**config.mk**
```make
export PLATFORM = sky130hd
export DESIGN_NAME = date_difference_days_unit
export DESIGN_NICKNAME = d
export VERILOG_FILES = /design/src/hdl/dd_pkg.sv /design/src/hdl/dd_lane.sv /design/src/hdl/dd_merge.sv /design/src/hdl/date_difference_days_unit.sv
export VERILOG_INCLUDE_DIRS = /design/src /design/src/hdl
export SDC_FILE = /design/constraint.sdc
export NUM_CORES = 2
export LEC_CHECK = 0
export ABC_CLOCK_PERIOD_IN_PS = 10200
export BUFFER_PORTS_ARGS = -buffer_cell sky130_fd_sc_hd__buf_2
export CAP_MARGIN = 10
export CORE_UTILIZATION = 55
export CTS_CLUSTER_DIAMETER = 80
export DETAILED_ROUTE_END_ITERATION = 12
export PLACE_DENSITY = 0.73
export SYNTH_ARGS = -nofsm -noshare
export SYNTH_HDL_FRONTEND = slang
export SYNTH_SLANG_ARGS = --single-unit
```
**constraint.sdc**
```tcl
create_clock -name clk -period 10.2 [get_ports clk]
set_input_delay 1.53 -clock clk [delete_from_list [all_inputs] [get_ports clk]]
set_output_delay 1.53 -clock clk [all_outputs]
set_load 0.1 [all_outputs]
```
**src/hdl/assert_macros.svh**
```systemverilog
// Assertion macros shared by the date difference unit.
// Depends on a clock named clk and a synchronous reset named rst in scope.
`ifndef ASSERT_MACROS_SVH
`define ASSERT_MACROS_SVH

// Condition that must hold at every clock edge outside reset
`define DD_ASSERT(lbl, cond, msg) \
  lbl: assert property (@(posedge clk) disable iff (rst) (cond)) else $error(msg);

// Antecedent in this cycle requires the consequent in the next cycle
`define DD_ASSERT_NEXT(lbl, ante, cons, msg) \
  lbl: assert property (@(posedge clk) disable iff (rst) (ante) |=> (cons)) else $error(msg);

`endif

```
**src/hdl/dd_pkg.sv**
```systemverilog
// Shared types, constants and month tables for the date difference unit.
// No dependencies.
package dd_pkg;

  localparam int unsigned DATE_W  = 27;
  localparam int unsigned COUNT_W = 22;
  localparam int unsigned STAGES  = 5;  // stages inside one lane

  localparam logic [DATE_W-1:0] DEFAULT_BEGIN_RST = 27'd15051980;
  localparam logic [DATE_W-1:0] DEFAULT_END_RST   = 27'd7062012;

  // Exact reciprocals: x/10000 for 27-bit x, x/100 for 14-bit x
  localparam logic [27:0] DIV10K_MUL = 28'd219902326;
  localparam int unsigned DIV10K_SH  = 41;
  localparam logic [14:0] DIV100_MUL = 15'd20972;
  localparam int unsigned DIV100_SH  = 21;

  typedef enum logic [0:0] {
    REG_DEFAULT_BEGIN = 1'b0,
    REG_DEFAULT_END   = 1'b1
  } dd_reg_t;

  typedef enum logic [1:0] {
    ST_OK        = 2'd0,
    ST_BAD_MONTH = 2'd1,
    ST_BAD_DAY   = 2'd2,
    ST_NEGATIVE  = 2'd3
  } dd_status_t;

  // What one lane reports about its date
  typedef struct packed {
    logic               month_ok;
    logic               day_ok;
    logic [COUNT_W-1:0] serial;
  } dd_date_t;

  // Length of a month in a common year
  function automatic logic [4:0] month_len(input logic [6:0] m);
    logic [4:0] len;
    unique case (m)
      7'd1, 7'd3, 7'd5, 7'd7, 7'd8, 7'd10, 7'd12: len = 5'd31;
      7'd4, 7'd6, 7'd9, 7'd11:                    len = 5'd30;
      7'd2:                                       len = 5'd28;
      default:                                    len = 5'd0;
    endcase
    return len;
  endfunction

  // Days in the months before month m of a common year
  function automatic logic [8:0] days_before_month(input logic [6:0] m);
    logic [8:0] d;
    unique case (m)
      7'd2:    d = 9'd31;
      7'd3:    d = 9'd59;
      7'd4:    d = 9'd90;
      7'd5:    d = 9'd120;
      7'd6:    d = 9'd151;
      7'd7:    d = 9'd181;
      7'd8:    d = 9'd212;
      7'd9:    d = 9'd243;
      7'd10:   d = 9'd273;
      7'd11:   d = 9'd304;
      7'd12:   d = 9'd334;
      default: d = 9'd0;
    endcase
    return d;
  endfunction

endpackage

```
**src/hdl/dd_lane.sv**
```systemverilog
// One date lane: default select, decimal split, validity checks, serial day.
// Depends on dd_pkg.
module dd_lane
  import dd_pkg::*;
(
  input  logic              clk,
  input  logic [STAGES-1:0] load,          // per-stage load enable
  input  logic [DATE_W-1:0] date_in,
  input  logic [DATE_W-1:0] default_date,
  output dd_date_t          result
);

  // Stage 1: default select, multiply by reciprocal of 10000
  logic [DATE_W-1:0] sel_date;
  logic [DATE_W-1:0] s1_date;
  logic [54:0]       s1_prod;

  assign sel_date = (date_in == '0) ? default_date : date_in;

  always_ff @(posedge clk) begin
    if (load[0]) begin
      s1_date <= sel_date;
      s1_prod <= 55'(sel_date) * 55'(DIV10K_MUL);
    end
  end

  // Stage 2: DDMM quotient, year remainder, reciprocal of 100 on DDMM
  logic [13:0] q_ddmm;
  logic [13:0] s2_q;
  logic [13:0] s2_year;
  logic [28:0] s2_prod;

  assign q_ddmm = s1_prod[54:DIV10K_SH];

  always_ff @(posedge clk) begin
    if (load[1]) begin
      s2_q    <= q_ddmm;
      s2_year <= 14'(s1_date - 27'(27'(q_ddmm) * 27'd10000));
      s2_prod <= 29'(q_ddmm) * 29'(DIV100_MUL);
    end
  end

  // Stage 3: day and month, reciprocal of 100 on the year
  logic [7:0]  day_c;
  logic [13:0] mon_full;
  logic [7:0]  s3_day;
  logic [6:0]  s3_month;
  logic [13:0] s3_year;
  logic [27:0] s3_prod;

  assign day_c    = s2_prod[28:DIV100_SH];
  assign mon_full = s2_q - 14'(14'(day_c) * 14'd100);

  always_ff @(posedge clk) begin
    if (load[2]) begin
      s3_day   <= day_c;
      s3_month <= mon_full[6:0];
      s3_year  <= s2_year;
      s3_prod  <= 28'(s2_year) * 28'(DIV100_MUL);
    end
  end

  // Stage 4: century split, leap rule, range checks, bulk year days
  logic [6:0]  cent;
  logic [13:0] rem_full;
  logic        rem_zero;
  logic        leap;
  logic [4:0]  lim;
  logic [6:0]  s4_cent;
  logic        s4_rem_zero;
  logic        s4_leap;
  logic        s4_mok;
  logic        s4_dok;
  logic [7:0]  s4_day;
  logic [6:0]  s4_month;
  logic [COUNT_W-1:0] s4_t1;

  assign cent     = s3_prod[27:DIV100_SH];
  assign rem_full = s3_year - 14'(14'(cent) * 14'd100);
  assign rem_zero = (rem_full[6:0] == '0);
  assign leap     = ((s3_year[1:0] == 2'd0) && !rem_zero) || (rem_zero && (cent[1:0] == 2'd0));
  assign lim      = (s3_month == 7'd2 && leap) ? 5'd29 : month_len(s3_month);

  always_ff @(posedge clk) begin
    if (load[3]) begin
      s4_cent     <= cent;
      s4_rem_zero <= rem_zero;
      s4_leap     <= leap;
      s4_mok      <= (s3_month >= 7'd1) && (s3_month <= 7'd12);
      s4_dok      <= (s3_day != '0) && (s3_day <= 8'(lim));
      s4_day      <= s3_day;
      s4_month    <= s3_month;
      s4_t1       <= 22'(s3_year) * 22'd365 + 22'((s3_year + 14'd3) >> 2);
    end
  end

  // Stage 5: century corrections, month offset, day
  logic [COUNT_W-1:0] cent_up;
  logic [COUNT_W-1:0] quad_up;
  logic [COUNT_W-1:0] serial_c;

  assign cent_up  = 22'(s4_cent) + 22'(!s4_rem_zero);
  assign quad_up  = 22'(s4_cent >> 2) + 22'((s4_cent[1:0] != 2'd0) || !s4_rem_zero);
  assign serial_c = s4_t1 - cent_up + quad_up + 22'(days_before_month(s4_month))
                    + 22'(s4_day) + 22'((s4_month > 7'd2) && s4_leap);

  always_ff @(posedge clk) begin
    if (load[4]) begin
      result.month_ok <= s4_mok;
      result.day_ok   <= s4_dok;
      result.serial   <= serial_c;
    end
  end

endmodule

```
**src/hdl/dd_merge.sv**
```systemverilog
// Merge stage: combines both lanes into status and day count, output register.
// Depends on dd_pkg.
module dd_merge
  import dd_pkg::*;
(
  input  logic               clk,
  input  logic               load,
  input  dd_date_t           begin_res,
  input  dd_date_t           end_res,
  output logic [COUNT_W-1:0] day_count,
  output dd_status_t         status
);

  logic [COUNT_W-1:0] count_next;
  dd_status_t         status_next;

  // Month check first, then day check, then sign of the period
  always_comb begin
    count_next  = '0;
    status_next = ST_OK;
    priority if (!begin_res.month_ok || !end_res.month_ok) begin
      status_next = ST_BAD_MONTH;
    end else if (!begin_res.day_ok || !end_res.day_ok) begin
      status_next = ST_BAD_DAY;
    end else if (end_res.serial < begin_res.serial) begin
      status_next = ST_NEGATIVE;
    end else begin
      count_next = end_res.serial - begin_res.serial;
    end
  end

  always_ff @(posedge clk) begin
    if (load) begin
      day_count <= count_next;
      status    <= status_next;
    end
  end

endmodule

```
**src/hdl/date_difference_days_unit.sv**
```systemverilog
// Days between two DDMMYYYY dates: top level with handshake and registers.
// Depends on dd_pkg, dd_lane, dd_merge and assert_macros.svh.
// Path from input transaction to result valid: 5 lane stages + merge.
// Throughput: one transaction per cycle; each stage stalls only when it holds
// data and the stage after it cannot take it, so bubbles close up under stall.
// Reset clears all valid flags and loads the default dates 15051980 / 7062012.
`include "assert_macros.svh"

module date_difference_days_unit
  import dd_pkg::*;
(
  input  logic              clk,
  input  logic              rst,
  // configuration write port
  input  logic              cfg_wr_en,
  input  logic [0:0]        cfg_index,
  input  logic [DATE_W-1:0] cfg_data,
  // input stream
  input  logic              s_tvalid,
  output logic              s_tready,
  input  logic [55:0]       s_tdata,   // [26:0] begin_date, [53:27] end_date, zero fill
  // output stream
  output logic              m_tvalid,
  input  logic              m_tready,
  output logic [23:0]       m_tdata    // [21:0] day_count, [23:22] status
);

  // Default date registers
  logic [DATE_W-1:0] default_begin;
  logic [DATE_W-1:0] default_end;

  always_ff @(posedge clk) begin
    if (rst) begin
      default_begin <= DEFAULT_BEGIN_RST;
      default_end   <= DEFAULT_END_RST;
    end else if (cfg_wr_en) begin
      unique case (dd_reg_t'(cfg_index))
        REG_DEFAULT_BEGIN: default_begin <= cfg_data;
        REG_DEFAULT_END:   default_end   <= cfg_data;
        default: ;
      endcase
    end
  end

  // Pipeline occupancy and per-stage load enables
  logic [STAGES-1:0] vld;
  logic [STAGES:0]   load;   // load[STAGES] drives the output register

  always_comb begin
    load[STAGES] = !m_tvalid || m_tready;
    for (int k = STAGES - 1; k >= 0; k--) begin
      load[k] = !vld[k] || load[k+1];
    end
  end

  assign s_tready = load[0];

  always_ff @(posedge clk) begin
    if (rst) begin
      vld      <= '0;
      m_tvalid <= 1'b0;
    end else begin
      if (load[0]) begin
        vld[0] <= s_tvalid;
      end
      for (int k = 1; k < STAGES; k++) begin
        if (load[k]) begin
          vld[k] <= vld[k-1];
        end
      end
      if (load[STAGES]) begin
        m_tvalid <= vld[STAGES-1];
      end
    end
  end

  // Two date lanes
  dd_date_t begin_res;
  dd_date_t end_res;

  dd_lane u_lane_begin (
    .clk          (clk),
    .load         (load[STAGES-1:0]),
    .date_in      (s_tdata[DATE_W-1:0]),
    .default_date (default_begin),
    .result       (begin_res)
  );

  dd_lane u_lane_end (
    .clk          (clk),
    .load         (load[STAGES-1:0]),
    .date_in      (s_tdata[2*DATE_W-1:DATE_W]),
    .default_date (default_end),
    .result       (end_res)
  );

  // Merge and output register
  logic [COUNT_W-1:0] day_count;
  dd_status_t         status;

  dd_merge u_merge (
    .clk       (clk),
    .load      (load[STAGES]),
    .begin_res (begin_res),
    .end_res   (end_res),
    .day_count (day_count),
    .status    (status)
  );

  assign m_tdata = {status, day_count};

  // Checks
  `DD_ASSERT(a_count_zero_on_error, !m_tvalid || status == ST_OK || day_count == '0, "day count not zero on error status")
  `DD_ASSERT_NEXT(a_last_stage_drains, vld[STAGES-1] && load[STAGES], m_tvalid, "lane result lost before output")
  `DD_ASSERT(a_stall_only_when_full, s_tready || ((&vld) && m_tvalid && !m_tready), "input stalled with a free stage")

endmodule
```
Word level (Yosys, flattened, before mapping) --
Memory sizes are Yosys's and may differ from the RTL's. A register that Yosys moved wholly into a read port is not among the register bits. Index checks and enable logic that the tools add are counted.
Word-level totals: register bits 570, word-level logic and storage cells 176, input port bits 89, memory bits (read-only) 448, output and inout bits 26, memories kept 4
Cells by class: eq/ne operators 2, add/sub/neg operators 25, multipliers 14, muxes and demuxes 14, reduce and logical (&&, ||, !) cells 57, magnitude comparators 9, bitwise gates (word level) 1
Memories:
- (no name shown) | depth 16, width 9, read ports 1, clocked after memory_dff 1, wr ports 0, RTL line dd_pkg.sv:52 | unique case (m)
- (no name shown) | depth 16, width 9, read ports 1, clocked after memory_dff 1, wr ports 0, RTL line dd_pkg.sv:52
- (no name shown) | depth 16, width 5, read ports 1, clocked after memory_dff 1, wr ports 0, RTL line dd_pkg.sv:40 | unique case (m)
- (no name shown) | depth 16, width 5, read ports 1, clocked after memory_dff 1, wr ports 0, RTL line dd_pkg.sv:40
Operators by type and width (count):
- $mul 27x27->54 const B | 2
- $sub 22x22->22 | 3
- $logic_not 27->1 | 2
- $mul 14x13->27 const B | 2
- $mux 27 | 2
- $mul 14x13->26 const B | 2
- $add 22x1->22 | 2
- $add 22x20->22 | 2
- $add 22x22->22 | 2
- $add 22x8->22 | 2
- $add 22x9->22 | 2
- $mul 14x9->22 const B | 2
- $add 14x2->15 const B | 2
- $mul 14x10->10 const B | 2
- $sub 14x14->14 | 2
- $sub 7x7->7 | 4
- $lt 22x22->1 | 1
- $mux 5 | 4
- $mux 9 | 2
- $add 7x1->8 | 2
- $le 8x5->1 | 2
- $mul 8x5->5 const B | 2
- $mux 4 | 4
- $reduce_bool 8->1 | 2
- other kinds (17) | 68

Depth between registers and ports, before layout --
depth in word-level cells 10, gate-level depth with buffers 33, mapped depth without buffers 31

Hierarchy --
Synthesis repeated with hierarchy kept, for this count alone.
Second synthesis, totals: cells, all modules 6448, area total of the unflattened synthesis 67130.6 um^2
Modules (own cells, without submodules):
- dd_lane at u_lane_end | sequential area each 5195.0 um^2, area each 31649.1 um^2, cells an instance 3010, instances 1
- dd_lane at u_lane_begin | sequential area each 5195.0 um^2, area each 31221.2 um^2, cells an instance 2944, instances 1
- date_difference_days_unit | sequential area each 1201.2 um^2, area each 2200.9 um^2, cells an instance 264, instances 1
- dd_merge | sequential area each 720.7 um^2, area each 2059.5 um^2, cells an instance 230, instances 1

Worst setup path before layout --
Ideal clock, no wire load.
path kind input to register, start input port s_tdata[41], end register u_lane_end.s1_prod[54], data pin, data required time 9940 ps, library setup time 260 ps, arrival 8837 ps, stages on the path 31, path slack 1103 ps, path through nor4_1 > nand4_1 > nor2_1 > clkbuf_1 > a21o_1 > ha_1 > inv_1 > fa_1 > inv_1 > fa_1 > inv_1 > fa_1 > inv_1 > fa_1 > fa_1 > inv_1 > fa_1 > inv_1 > ha_1 > a21o_1 > a21o_1 > a21oi_1 > nor3_1 > or3_1 > o311ai_1 > a31oi_1 > a21oi_1 > o21ai_1 > nor4_1 > nor3_1 > xnor2_1
Between the ends: cells in the longest elaborated chain, start to end 3
RTL lines:
- start: declaration | RTL line date_difference_days_unit.sv:21 | input logic [55:0] s_tdata,
- $logic_not 27->1 | RTL line dd_lane.sv:18 | assign sel_date = (date_in == '0) ? default_date : date_in;
- $mux 27 | RTL line dd_lane.sv:18
- net u_lane_end.sel_date[8] | RTL line dd_lane.sv:14 | logic [DATE_W-1:0] sel_date;
- $mul 27x27->54 | RTL line dd_lane.sv:23 | s1_prod <= 55'(sel_date) * 55'(DIV10K_MUL);
- end signal: assignment | RTL line dd_lane.sv:23
- end: declaration | RTL line dd_lane.sv:16 | logic [54:0] s1_prod;
The timed path passes the listed nets, and every way through them passes these cells. A chain may end at the register's enable or synchronous reset.

Final worst setup path --
start input port s_tdata[1], end register u_lane_begin.s1_prod[54], data pin
Between the ends: cells in the longest elaborated chain, start to end 3
RTL lines (RTL line):
- $logic_not 27->1 | dd_lane.sv:18
- $mux 27 * | dd_lane.sv:18
- $mul 27x27->54 * | dd_lane.sv:23
- end signal: assignment | dd_lane.sv:23
- end: declaration | dd_lane.sv:16
Mark *: on every way between the ends. The rest lies on a longest branch, timed or not.

==> flow_metrics.py <==
metrics = {
    "synthesis": {
        "synth_area_mm2": 0.0658,
        "avgSynthCellArea_um2": 10.6,
        "synth_enable_flop_cells": 354,
        "yosysTopAreaCellShare_pct": 31.8,
        "yosysMostFrequentCell": "inv_1",
        "netlist_top_cells_area": "fa_1, ha_1, edfxtp_1",
        "netlist_top_cells_count": "inv_1, ha_1, fa_1",
        "synth_fp_nets": 8638,
        "synth_top_cell_by_area": "fa_1",
        "ys_ff_latch": 438,
        "synth_cell_types": 71,
        "async_flop_share_pct": 0,
        "synthCells": 6240,
        "synth-main-ff-cell": "edfxtp_1",
        "yosysSeqAreaShare_pct": 18.7,
        "yosys_warnings": 0,
    },
    "clock_tree": {
        "insertion_delay_ps": 620,
        "cts_tree": "yes",
        "cts-hold-fix-buffers": 0,
        "ctsLongestPathBuffers": 3,
        "cts_made_buffers": 49,
        "cts_sinks": 438,
        "post_cts_resized": 0,
        "clk_pin_slew_worst_paths_ps": 60,
        "cts_root_buf": "clkbuf_16",
        "cts_setup_buffers": 0,
        "htree_levels": 2,
    },
    "final_layout": {
        "fillers": 9740,
        "final_cell_area_mm2": 0.0707,
        "regArea_mm2": 0.0123,
        "fin_nets": 8858,
        "multi_input_area_mm2": 0.0462,
        "fin_util_pct": 59.7,
        "drive_gt1_share_pct": 4.85,
        "syn_to_final_growth_pct": 7.31,
    },
    "worst_setup_path": {
        "slowest_stage": "fa_1",
        "slowest_delay_ps": 560,
        "crit_fanout": 29,
        "worstRegToRegCells": 26,
        "cp.required_ps": 10570,
        "cp_common_cell": "fa_1",
        "cp.arrival_ps": 9960,
        "r2r_end": "u_lane_end.s1_prod[54]",
        "r2r-start": "default_end[4]",
        "cp-start-kind": "primary input",
        "critPathKind": "primary input to flip-flop",
        "cp-end-kind": "flip-flop",
        "r2r_slack_ps": 1870,
    },
    "grt": {
        "grt_usage_pct": 23.8,
        "grt_max_degree": 61,
        "globalRoute.totalOverflow": 0,
        "grt_pass1_wl_um": 229000,
        "antenna_found_initial": 2,
        "grt_pass1_vias": 45700,
    },
    "route": {
        "vias_per_cell": 5.17,
        "wl_met3_um": 7200,
        "firstDrtPassIters": 5,
        "antenna_left": 0,
        "num_vias": 41900,
        "routedWlPerCell_um": 16.9,
        "wl_met1_um": 58600,
        "drt_iter0_markers": 1831,
        "drc": 0,
        "wl_met2_um": 66300,
        "routed_wl_um": 137000,
        "highest_layer": "met4",
    },
    "floorplanning": {
        "dieArea_mm2": 0.121,
        "die_x_um": 348,
        "die_h_um": 348,
        "core-area_mm2": 0.118,
        "io_pins": 115,
        "rows": 126,
        "start_util_pct": 55.6,
    },
    "run": {
        "maxCapViolations": 0,
    },
    "timing": {
        "rsz0062_at_grt": "false",
        "relSlewSlack_pct": 26.4,
        "holdWs_ps": 411,
        "fin_crit_ps": 9590,
        "skew_ps": 18.1,
        "tns_ps": 0,
        "fmax_mhz": 104,
        "setup_viol": 0,
        "hold_violations": 0,
        "slew_viol_final": 0,
        "worstMarginPinSlew_ps": 1100,
        "fin_crit_sh_pct": 94.0,
    },
    "min_path": {
        "hold_path.class": "flip-flop to flip-flop",
        "hold_path_startpoint": "u_lane_begin.s1_date[3]",
        "min_to": "u_lane_begin.s2_year[3]",
        "whs_path_depth": 0,
    },
    "placement": {
        "placed_area_mm2": 0.0690,
        "gp_congestion": 1.01,
        "numPortBuffers": 112,
        "hpwlAfterDp_um": 122000,
    },
    "run_status": {
        "status": "finished, final reports clean",
    },
}
-- worst max path at each step --
stage                start                  endpoint  slack, ps  depth (start not counted)
6_report        s_tdata[1]  u_lane_begin.s1_prod[54]        610                         32
2_1_floorplan  s_tdata[41]    u_lane_end.s1_prod[54]       1100                         31
4_1_cts         s_tdata[1]  u_lane_begin.s1_prod[54]        710                         32
3_3_place_gp    s_tdata[1]  u_lane_begin.s1_prod[54]        130                         32
5_1_grt        s_tdata[48]    u_lane_end.s1_prod[54]        430                         29
3_5_place_dp    s_tdata[1]  u_lane_begin.s1_prod[54]        100                         32
-- area by class of cell --
type | count | area share [%]
multi-input combinational | 3853 | 65.4
sequential | 438 | 17.4
inverter | 1919 | 10.2
tap | 1600 | 2.83
clock buffer | 59 | 1.86
timing repair buffer | 199 | 1.74
clock inverter | 33 | 0.505
antenna | 1 | 0.00354
-- routing by layer --
layer  up-vias  GRT usage, %
met5         -             0
met4         0          7.79
met3       235          3.04
met2       903          40.8
met1     20800          31.3
li1      20000             -
-- stage by stage --
stage | worst slack [ps] | cells
after floorplan | 1100 | 6240
after global placement | 132 | 8009
after detailed placement | 101 | 8009
after CTS | 710 | 8101
after global routing | 429 | 8101
final | 607 | 8102
-- worst max-delay path: cells and delay by family --
family / cells / cell delay, ps
fa+ha+maj: 8 / 3540
simple gates: 7 / 1760
compound gates: 8 / 1720
buf+inv: 8 / 1280
xor+xnor: 1 / 120
-- cells in the final DEF, fill, tap and decap left out, types with 8 or more instances in the layout --
master     count
clkinv_2      13
mux2i_1       18
fa_1        1045
nor4_1        18
o21ai_0       53
nand3_1       48
xor2_1        86
nor2_1       158
o211ai_1      10
or3_1         12
clkbuf_16     50
a211oi_1      13
a21o_1       105
or2_2         11
nor3_1        65
nand3b_1      31
o21a_1        28
buf_2        112
a31oi_1       13
a21oi_1      195
edfxtp_1     354
and2_1        25
and3_1        35
ha_1        1264
o21bai_1      11
buf_4         86
dfxtp_1       84
o31ai_1        8
nand2_1      215
o21ai_1       35
xnor2_1      173
nand4_1       19
nand2b_1      28
inv_1       1915
nor2b_1       37
-- kinds of logic after synthesis --
| family | after synthesis | share of synthesized area [%] |
|---|---|---|
| adder cells (fa/ha/maj) | 2309 | 55.8 |
| buffers and inverters | 1949 | 11.1 |
| AND/OR/NAND/NOR | 725 | 5.37 |
| AO/OA/AOI/OAI | 540 | 5.26 |
| flip-flops | 438 | 18.7 |
| XOR/XNOR | 259 | 3.45 |
| multiplexers | 20 | 0.308 |
-- flip-flops by register name (all words and copies together) (netlist names), 22 cells and up, named ones only --
signal and count:
u_lane_end.result 24, u_lane_end.s4_t1 22, u_lane_begin.s4_t1 22, u_lane_begin.result 24, default_end 27, u_merge.day_count 22, default_begin 27
Power is left out: the tool's default activity adds up to more than one toggle a clock period on the data nets, which glitch-free logic cannot reach.
